`src/rtl/dwes_pkg.sv`:
```
// ----------------------------------------------------------------------------
// dwes_pkg
// Widths, codes and the query beat type shared by the encoder speed block.
// ----------------------------------------------------------------------------
package dwes_pkg;

  // Counter width (16 to 32) and the fixed field widths.
  localparam int CNT_W   = 32;
  localparam int MM_W    = 24;
  localparam int MS_W    = 32;
  localparam int EC_W    = 32;
  localparam int DIST_W  = 56;
  localparam int SPEED_W = 64;

  // Product of magnitude and scale, then 1000 times that (1000 < 2^10).
  localparam int PROD_W  = CNT_W + MM_W;
  localparam int NUM_W   = PROD_W + 10;
  localparam int STEP_W  = $clog2(NUM_W);
  // Quotient width with room for at least one bit above the speed field.
  localparam int QX_W    = (NUM_W > SPEED_W) ? NUM_W : SPEED_W + 1;

  // Depth of the queue between front and back.
  localparam int QUEUE_DEPTH = 2;
  localparam int PTR_W       = $clog2(QUEUE_DEPTH);

  // Input beat opcodes.
  localparam logic OPC_EDGE  = 1'b0;
  localparam logic OPC_QUERY = 1'b1;

  // One speed query, classified by the front.
  typedef struct packed {
    logic             wheel;
    logic [CNT_W-1:0] mag;
    logic [MS_W-1:0]  ms;
  } query_t;

  // Queue status seen by the front and the back.
  typedef struct packed {
    logic full;
    logic valid;
  } queue_status_t;

endpackage

```
`src/rtl/dwes_queue.sv`:
```
// ----------------------------------------------------------------------------
// dwes_queue
// Short first-in first-out queue of speed queries between front and back.
// ----------------------------------------------------------------------------
module dwes_queue (
  input  logic            clk,
  input  logic            rst,
  input  logic            push,
  input  dwes_pkg::query_t push_data,
  input  logic            pop,
  output dwes_pkg::query_t pop_data,
  output dwes_pkg::queue_status_t status
);
  import dwes_pkg::*;

  query_t           entries [QUEUE_DEPTH];
  logic [PTR_W-1:0] wr_ptr;
  logic [PTR_W-1:0] rd_ptr;
  logic [PTR_W:0]   fill;

  // Status flags come straight from the fill count.
  assign status.full  = (fill == (PTR_W+1)'(QUEUE_DEPTH));
  assign status.valid = (fill != '0);
  assign pop_data     = entries[rd_ptr];

  // Payload storage needs no reset.
  always_ff @(posedge clk) begin
    if (push) begin
      entries[wr_ptr] <= push_data;
    end
  end

  // Pointers and fill count.
  always_ff @(posedge clk) begin
    if (rst) begin
      wr_ptr <= '0;
      rd_ptr <= '0;
      fill   <= '0;
    end else begin
      if (push) begin
        wr_ptr <= (wr_ptr == PTR_W'(QUEUE_DEPTH-1)) ? '0 : wr_ptr + 1'b1;
      end
      if (pop) begin
        rd_ptr <= (rd_ptr == PTR_W'(QUEUE_DEPTH-1)) ? '0 : rd_ptr + 1'b1;
      end
      if (push && !pop) begin
        fill <= fill + 1'b1;
      end else if (pop && !push) begin
        fill <= fill - 1'b1;
      end
    end
  end
endmodule

```
`src/rtl/dwes_front.sv`:
```
// ----------------------------------------------------------------------------
// dwes_front
// Accepts input beats, decodes encoder edges and turns queries into jobs.
// ----------------------------------------------------------------------------
module dwes_front (
  input  logic                    clk,
  input  logic                    rst,
  input  logic                    in_valid,
  output logic                    in_ready,
  input  logic                    opcode,
  input  logic                    left_edge,
  input  logic                    left_phase_a,
  input  logic                    right_edge,
  input  logic                    right_phase_a,
  input  logic                    wheel,
  input  logic [dwes_pkg::MS_W-1:0] interval_ms,
  input  dwes_pkg::queue_status_t q_status,
  output logic                    push,
  output dwes_pkg::query_t        push_data
);
  import dwes_pkg::*;

  logic [CNT_W-1:0] wheel_count [2];
  logic [CNT_W-1:0] count_at_last_query [2];
  logic [CNT_W-1:0] left_next;
  logic [CNT_W-1:0] right_next;
  logic [CNT_W-1:0] cur;
  logic [CNT_W-1:0] diff;
  logic             accept;

  assign in_ready = !q_status.full;
  assign accept   = in_valid && in_ready;

  // x1 decoding: a rising B edge counts down with A high, up otherwise.
  always_comb begin
    left_next  = wheel_count[0];
    right_next = wheel_count[1];
    if (left_edge) begin
      left_next = left_phase_a ? wheel_count[0] - 1'b1 : wheel_count[0] + 1'b1;
    end
    if (right_edge) begin
      right_next = right_phase_a ? wheel_count[1] - 1'b1 : wheel_count[1] + 1'b1;
    end
  end

  // Signed count change since the last query, reported as a magnitude.
  always_comb begin
    cur  = wheel_count[wheel];
    diff = cur - count_at_last_query[wheel];
    push = accept && (opcode == OPC_QUERY);
    push_data.wheel = wheel;
    push_data.mag   = diff[CNT_W-1] ? '0 - diff : diff;
    push_data.ms    = interval_ms;
  end

  // Counter state.
  always_ff @(posedge clk) begin
    if (rst) begin
      wheel_count[0]         <= '0;
      wheel_count[1]         <= '0;
      count_at_last_query[0] <= '0;
      count_at_last_query[1] <= '0;
    end else if (accept) begin
      if (opcode == OPC_EDGE) begin
        wheel_count[0] <= left_next;
        wheel_count[1] <= right_next;
      end else begin
        count_at_last_query[wheel] <= cur;
      end
    end
  end
endmodule

```
`src/rtl/dwes_back.sv`:
```
// ----------------------------------------------------------------------------
// dwes_back
// Scales a query to distance and divides to speed, one quotient bit a cycle.
// ----------------------------------------------------------------------------
module dwes_back (
  input  logic                          clk,
  input  logic                          rst,
  input  logic [dwes_pkg::MM_W-1:0]     mm_per_count_q16,
  input  dwes_pkg::queue_status_t       q_status,
  input  dwes_pkg::query_t              q_data,
  output logic                          pop,
  output logic                          out_valid,
  input  logic                          out_ready,
  output logic                          which_wheel,
  output logic [dwes_pkg::EC_W-1:0]     count_delta,
  output logic [dwes_pkg::DIST_W-1:0]   distance_mm_q16,
  output logic [dwes_pkg::SPEED_W-1:0]  speed_mm_s_q16,
  output logic                          speed_saturated
);
  import dwes_pkg::*;

  typedef enum logic [2:0] {
    ST_IDLE,
    ST_MUL,
    ST_SCALE,
    ST_DIV,
    ST_FIN
  } state_t;

  state_t            state;
  query_t            job;
  logic [PROD_W-1:0] prod;
  logic [NUM_W-1:0]  num;
  logic [MS_W-1:0]   rem;
  logic [STEP_W-1:0] step;
  logic              zero_div;
  logic [NUM_W-1:0]  scaled;
  logic [MS_W:0]     shifted;
  logic [MS_W:0]     trial;
  logic [QX_W-1:0]   quot_ext;
  logic              sat;
  logic              out_load;

  assign pop = (state == ST_IDLE) && q_status.valid;

  // 1000 * d as (d << 10) - (d << 4) - (d << 3).
  assign scaled = (NUM_W'(prod) << 10) - (NUM_W'(prod) << 4) - (NUM_W'(prod) << 3);

  // One restoring division step.
  assign shifted = {rem, num[NUM_W-1]};
  assign trial   = shifted - {1'b0, job.ms};

  // Saturate on zero divisor or a quotient above the speed field.
  assign quot_ext = QX_W'(num);
  assign sat      = zero_div || (|quot_ext[QX_W-1:SPEED_W]);

  // A finished job moves into the result register once it is free.
  assign out_load = (state == ST_FIN) && (!out_valid || out_ready);

  // Sequencer with the result register.
  always_ff @(posedge clk) begin
    if (rst) begin
      state     <= ST_IDLE;
      out_valid <= 1'b0;
    end else begin
      if (out_load) begin
        out_valid <= 1'b1;
      end else if (out_valid && out_ready) begin
        out_valid <= 1'b0;
      end
      case (state)
        ST_IDLE: begin
          if (q_status.valid) begin
            job   <= q_data;
            state <= ST_MUL;
          end
        end
        ST_MUL: begin
          prod  <= PROD_W'(job.mag) * PROD_W'(mm_per_count_q16);
          state <= ST_SCALE;
        end
        ST_SCALE: begin
          num      <= scaled;
          rem      <= '0;
          step     <= STEP_W'(NUM_W-1);
          zero_div <= (job.ms == '0);
          state    <= (job.ms == '0) ? ST_FIN : ST_DIV;
        end
        ST_DIV: begin
          if (!trial[MS_W]) begin
            rem <= trial[MS_W-1:0];
            num <= {num[NUM_W-2:0], 1'b1};
          end else begin
            rem <= shifted[MS_W-1:0];
            num <= {num[NUM_W-2:0], 1'b0};
          end
          if (step == '0) begin
            state <= ST_FIN;
          end else begin
            step <= step - 1'b1;
          end
        end
        ST_FIN: begin
          if (out_load) begin
            which_wheel     <= job.wheel;
            count_delta     <= EC_W'(job.mag);
            distance_mm_q16 <= DIST_W'(prod);
            speed_mm_s_q16  <= sat ? '1 : quot_ext[SPEED_W-1:0];
            speed_saturated <= sat;
            state           <= ST_IDLE;
          end
        end
        default: begin
          state <= ST_IDLE;
        end
      endcase
    end
  end
endmodule

```
`src/rtl/dual_wheel_encoder_speed.sv`:
```
// ----------------------------------------------------------------------------
// dual_wheel_encoder_speed
// Two x1 quadrature counters with a speed query per wheel.
// ----------------------------------------------------------------------------
// Input channel (in_valid/in_ready): opcode 0 beats carry encoder edges for
// both wheels and produce no result; opcode 1 beats query one wheel's speed.
// Result channel (out_valid/out_ready): one beat per query, in query order.
// Configuration channel (cfg_valid/cfg_ready): cfg_data sets the Q8.16
// millimetres per count; it is always ready and should be written while idle.
// Edge beats are taken every cycle while the query queue has room.
// After acceptance a query is queued, then passes the 32 by 24 multiply,
// the scale by 1000 and the restoring divider that retires one quotient
// bit per cycle, and its result is loaded into the output register. The
// back end takes no new query until the last one leaves it, so the divider
// bounds the sustained query rate. A zero elapsed time skips the divider and saturates at once.
// Reset clears both counters, the stored query counts, the scale register
// and the queue. When the receiver stalls, the result holds in the output
// register, the next query waits finished in the back end, and the front
// keeps taking beats until the two-entry queue is full.
module dual_wheel_encoder_speed (
  input  logic                          clk,
  input  logic                          rst,
  input  logic                          cfg_valid,
  output logic                          cfg_ready,
  input  logic [dwes_pkg::MM_W-1:0]     cfg_data,
  input  logic                          in_valid,
  output logic                          in_ready,
  input  logic                          opcode,
  input  logic                          left_edge,
  input  logic                          left_phase_a,
  input  logic                          right_edge,
  input  logic                          right_phase_a,
  input  logic                          wheel,
  input  logic [dwes_pkg::MS_W-1:0]     interval_ms,
  output logic                          out_valid,
  input  logic                          out_ready,
  output logic                          which_wheel,
  output logic [dwes_pkg::EC_W-1:0]     count_delta,
  output logic [dwes_pkg::DIST_W-1:0]   distance_mm_q16,
  output logic [dwes_pkg::SPEED_W-1:0]  speed_mm_s_q16,
  output logic                          speed_saturated
);
  import dwes_pkg::*;

  logic [MM_W-1:0] mm_per_count_q16;
  logic            push;
  logic            pop;
  query_t          push_data;
  query_t          pop_data;
  queue_status_t   q_status;

  // Scale register.
  assign cfg_ready = 1'b1;

  always_ff @(posedge clk) begin
    if (rst) begin
      mm_per_count_q16 <= '0;
    end else if (cfg_valid && cfg_ready) begin
      mm_per_count_q16 <= cfg_data;
    end
  end

  dwes_front u_front (
    .clk           (clk),
    .rst           (rst),
    .in_valid      (in_valid),
    .in_ready      (in_ready),
    .opcode        (opcode),
    .left_edge     (left_edge),
    .left_phase_a  (left_phase_a),
    .right_edge    (right_edge),
    .right_phase_a (right_phase_a),
    .wheel         (wheel),
    .interval_ms   (interval_ms),
    .q_status      (q_status),
    .push          (push),
    .push_data     (push_data)
  );

  dwes_queue u_queue (
    .clk       (clk),
    .rst       (rst),
    .push      (push),
    .push_data (push_data),
    .pop       (pop),
    .pop_data  (pop_data),
    .status    (q_status)
  );

  dwes_back u_back (
    .clk              (clk),
    .rst              (rst),
    .mm_per_count_q16 (mm_per_count_q16),
    .q_status         (q_status),
    .q_data           (pop_data),
    .pop              (pop),
    .out_valid        (out_valid),
    .out_ready        (out_ready),
    .which_wheel      (which_wheel),
    .count_delta      (count_delta),
    .distance_mm_q16  (distance_mm_q16),
    .speed_mm_s_q16   (speed_mm_s_q16),
    .speed_saturated  (speed_saturated)
  );
endmodule

```
`config.mk`:
```
export PLATFORM = sky130hd
export DESIGN_NAME = dual_wheel_encoder_speed
export DESIGN_NICKNAME = d
export VERILOG_FILES = /design/src/rtl/dwes_pkg.sv /design/src/rtl/dwes_queue.sv /design/src/rtl/dwes_front.sv /design/src/rtl/dwes_back.sv /design/src/rtl/dual_wheel_encoder_speed.sv
export SDC_FILE = /design/constraint.sdc
export NUM_CORES = 2
export LEC_CHECK = 0
export BUFFER_PORTS_ARGS = -buffer_cell sky130_fd_sc_hd__buf_2
export CAP_MARGIN = 40
export CORE_MARGIN = 2
export CORE_UTILIZATION = 45
export DETAILED_ROUTE_END_ITERATION = 8
export GPL_ROUTABILITY_DRIVEN = 0
export GPL_TIMING_DRIVEN = 1
export PLACE_DENSITY_LB_ADDON = 0.12
export SYNTH_ARGS = -nofsm -noshare
export SYNTH_HDL_FRONTEND = slang
export SYNTH_SLANG_ARGS = --single-unit
```
`constraint.sdc`:
```
create_clock -name clk -period 37.9 [get_ports clk]
set_clock_uncertainty 0.05 [all_clocks]
set_input_delay 3.79 -clock clk [delete_from_list [all_inputs] [get_ports clk]]
set_output_delay 3.79 -clock clk [all_outputs]
set_load 0.02 [all_outputs]
```
==> flow_metrics.py <==
metrics = {
    "cts": {
        "htreeDepth": 3,
        "cts-resized-gates": 0,
        "postCtsHoldBufs": 0,
        "clkSinkCount": 671,
        "cts_tree": "yes",
        "cts_setup_buffers": 0,
        "clockBufferDepth": 3,
        "cts_buffers": 79,
        "root_buffer": "clkbuf_16",
        "clkTransAtPathRegs_ns": 0.06,
        "clk_latency_ns": 0.68,
    },
    "routing": {
        "detail_route.wirelength.met1_um": 74200,
        "dr.max_layer_used": "met5",
        "wl_met2_um": 75900,
        "drtIter0Drc": 3174,
        "detail_route.wl_per_cell_um": 20.8,
        "wl_um": 164000,
        "routed-wl-met3_um": 10200,
        "routed_via_density": 5.44,
        "drc": 0,
        "drtPass1Iterations": 5,
        "postRouteAntennaNets": 0,
        "vias": 42885,
    },
    "die": {
        "initial_utilization": 0.453,
        "dieArea_sq_um": 139000,
        "fp.dieH_um": 373,
        "pin_count": 224,
        "core-area_sq_um": 135000,
        "rows": 135,
        "die_w_um": 373,
    },
    "pwr": {
        "internal-power_w": 0.00338,
        "p_clk_frac": 0.123,
        "power.leakage_nw": 29.5,
        "pwr-share-comb": 0.692,
        "pwr-share-seq": 0.186,
        "ir_drop_mv": 0.131,
        "p_per_area_nw_per_um2": 97.9,
        "switching_share": 0.486,
        "power.switching_w": 0.00320,
    },
    "placement": {
        "portBuffers": 222,
        "hpwlAfterDp_um": 122000,
        "place_area_sq_um": 64400,
        "place_ws_ns": 29.39,
    },
    "grt": {
        "grt.overflow.total": 0,
        "grt_pass1_vias": 44085,
        "grt_antenna_before_repair": 5,
        "track_usage": 0.239,
        "grt_max_degree": 154,
        "grt_pass1_wl_um": 259000,
    },
    "finish": {
        "nFillCells": 12465,
        "finish.utilization": 0.497,
        "nets": 7196,
        "drive_above_1_share": 0.0950,
        "final_common_cell": "inv_1",
        "layout_common_cells": "861 x inv_1, 711 x fa_1, 639 x edfxtp_1",
        "final_area_sq_um": 67200,
        "syn_to_final_growth_pct": 9.62,
    },
    "synthesis": {
        "synth-edff-count": 639,
        "synthFlopType": "edfxtp_1",
        "async_reset_ff_frac": 0,
        "synth_nets": 7075,
        "synth-seq-cells": 671,
        "synthTopCellsByArea": "edfxtp_1 31%, fa_1 23%, ha_1 7.7%",
        "syn_area_per_cell_sq_um": 10.4,
        "seq_area_frac_synth": 0.324,
        "synth_top_area_cell": "edfxtp_1",
        "yosysTopAreaCellShare": 0.313,
        "synth_cell_types": 86,
        "yosysWarnings": 0,
        "syn_inst": 5919,
        "syn_area_sq_um": 61300,
    },
    "timing": {
        "tns_ns": 0,
        "post-route-period-util": 0.216,
        "rsz0062_at_grt": "false",
        "tightestPinTransition_ns": 0.965,
        "fmax_ghz": 0.122,
        "setup_ws_ns": 29.70,
        "hold_viol_final": 0,
        "timing.final.crit_period_ns": 8.20,
        "relSlewSlack": 0.357,
        "drv_slew": 0,
        "setup_violations": 0,
    },
    "worst_setup_path": {
        "critPathMaxStageDelay_ns": 0.90,
        "cp_slowest_cell": "dfxtp_2",
        "cp_cell_sequence": "nand2_1 > fa_1 > inv_1 > fa_1 > inv_1 > fa_1 > fa_1 > inv_1 > fa_1 > fa_1 > inv_1 > fa_1 > inv_1 > ha_1 > nand2_1 > o211ai_1 > a31oi_1 > nor4_1 > o21a_1 > a221o_1 > a41o_1 > nand4_1 > a41oi_1 > xor2_1",
        "critical_path_class": "flip-flop to flip-flop",
        "arrival_ns": 8.55,
        "crit_top_cell": "fa_1",
        "required_ns": 38.25,
        "crit_path_max_fanout": 33,
        "start_kind": "flip-flop",
        "crit_path_end_kind": "flip-flop",
    },
    "min_path": {
        "hold_path_class": "flip-flop to flip-flop",
    },
    "flow_run": {
        "drv_cap": 0,
    },
    "run_status": {
        "status": "completed",
    },
}
[worst max-delay path, delay by kind of cell (launching register included)]
kind | cells | cell delay (ns)
XOR/XNOR | 1 | 0.09
AND/OR/NAND/NOR | 4 | 1.06
AO/OA/AOI/OAI | 6 | 1.51
adder cells (fa/ha/maj) | 8 | 3.97
flip-flops | 1 | 0.90
buffers and inverters | 5 | 0.26
[power groups by stage]
| stage | clock network, W | logic [W] | registers [W] |
|---|---|---|---|
| final | 0.000806 | 0.00455 | 0.00122 |
| after global routing | 0.000849 | 0.00506 | 0.00123 |
| after CTS | 0.000824 | 0.00453 | 0.00122 |
| after detailed placement | 0 | 0.00450 | 0.00124 |
| after global placement | 0 | 0.00447 | 0.00123 |
| after floorplan | 0 | 0.00328 | 0.00119 |
[per-layer routing]
layer,vias to the layer above,GRT usage
met5,-,0
met4,2,0.0578
met3,202,0.0390
met2,1203,0.382
met1,21734,0.338
li1,19744,-
[final timing paths]
check                            from            endpoint  slack (ns)  cells past startpoint
hold / removal         u_back.job[64]  u_back.which_wheel        0.38                      0
setup / recovery  mm_per_count_q16[4]     u_back.prod[54]       29.70                     24
hold reg to reg        u_back.job[64]  u_back.which_wheel        0.38                      0
setup reg to reg  mm_per_count_q16[4]     u_back.prod[54]       29.70                     24
[kinds of logic (layout without fill, tap and decap cells)]
group | after synthesis | count (layout) | synth area share
flops | 671 | 671 | 0.324
xor+xnor | 250 | 250 | 0.0358
simple gates | 1750 | 1750 | 0.142
buf+inv | 1120 | 1306 | 0.0689
fa+ha+maj | 1089 | 1089 | 0.309
mux | 169 | 169 | 0.0295
compound gates | 869 | 869 | 0.0903
other cells | 1 | 2 | 0.0000612
[layout make-up]
type                       instances  area, sq um  share of cell area
clock inverter                    57          688              0.0102
clock buffer                      89         2060              0.0306
timing repair buffer             298         1840              0.0274
multi-input combinational       4128        37300               0.555
tap                             1781         2230              0.0332
sequential                       671        19800               0.295
antenna                            1         2.50           0.0000372
inverter                         862         3240              0.0482
[synth_stat cells, types with 93 or more instances]
library cell / number
a21o_1: 141
a21oi_1: 293
and2_1: 473
clkbuf_1: 241
edfxtp_1: 639
fa_1: 711
ha_1: 378
inv_1: 862
mux2_2: 93
nand2_1: 561
nand2b_1: 94
nor2_1: 310
o21ai_0: 154
xnor2_1: 164
[through the flow]
stage / power [W] / cells / hold WS [ns]
6_report: 0.00658 / 7887 / 0.381
5_1_grt: 0.00714 / 7886 / 0.394
4_1_cts: 0.00658 / 7886 / 0.382
3_5_place_dp: 0.00574 / 7740 / 0.369
3_3_place_gp: 0.00570 / 7730 / 0.354
2_1_floorplan: 0.00446 / 5919 / 0.350
[sequential cells by signal, summed over array words and instances (netlist names)]
register                     flops
mm_per_count_q16                24
u_back.count_delta              32
u_back.distance_mm_q16          56
u_back.job                      65
u_back.num                      66
u_back.out_valid                 1
u_back.prod                     56
u_back.rem                      32
u_back.speed_mm_s_q16           64
u_back.speed_saturated           1
u_back.state                     3
u_back.step                      7
u_back.which_wheel               1
u_back.zero_div                  1
u_front.count_at_last_query     64
u_front.wheel_count             64
u_queue.entries                130
u_queue.fill                     2
u_queue.rd_ptr                   1
u_queue.wr_ptr                   1
(Power assumes the default switching activity.)
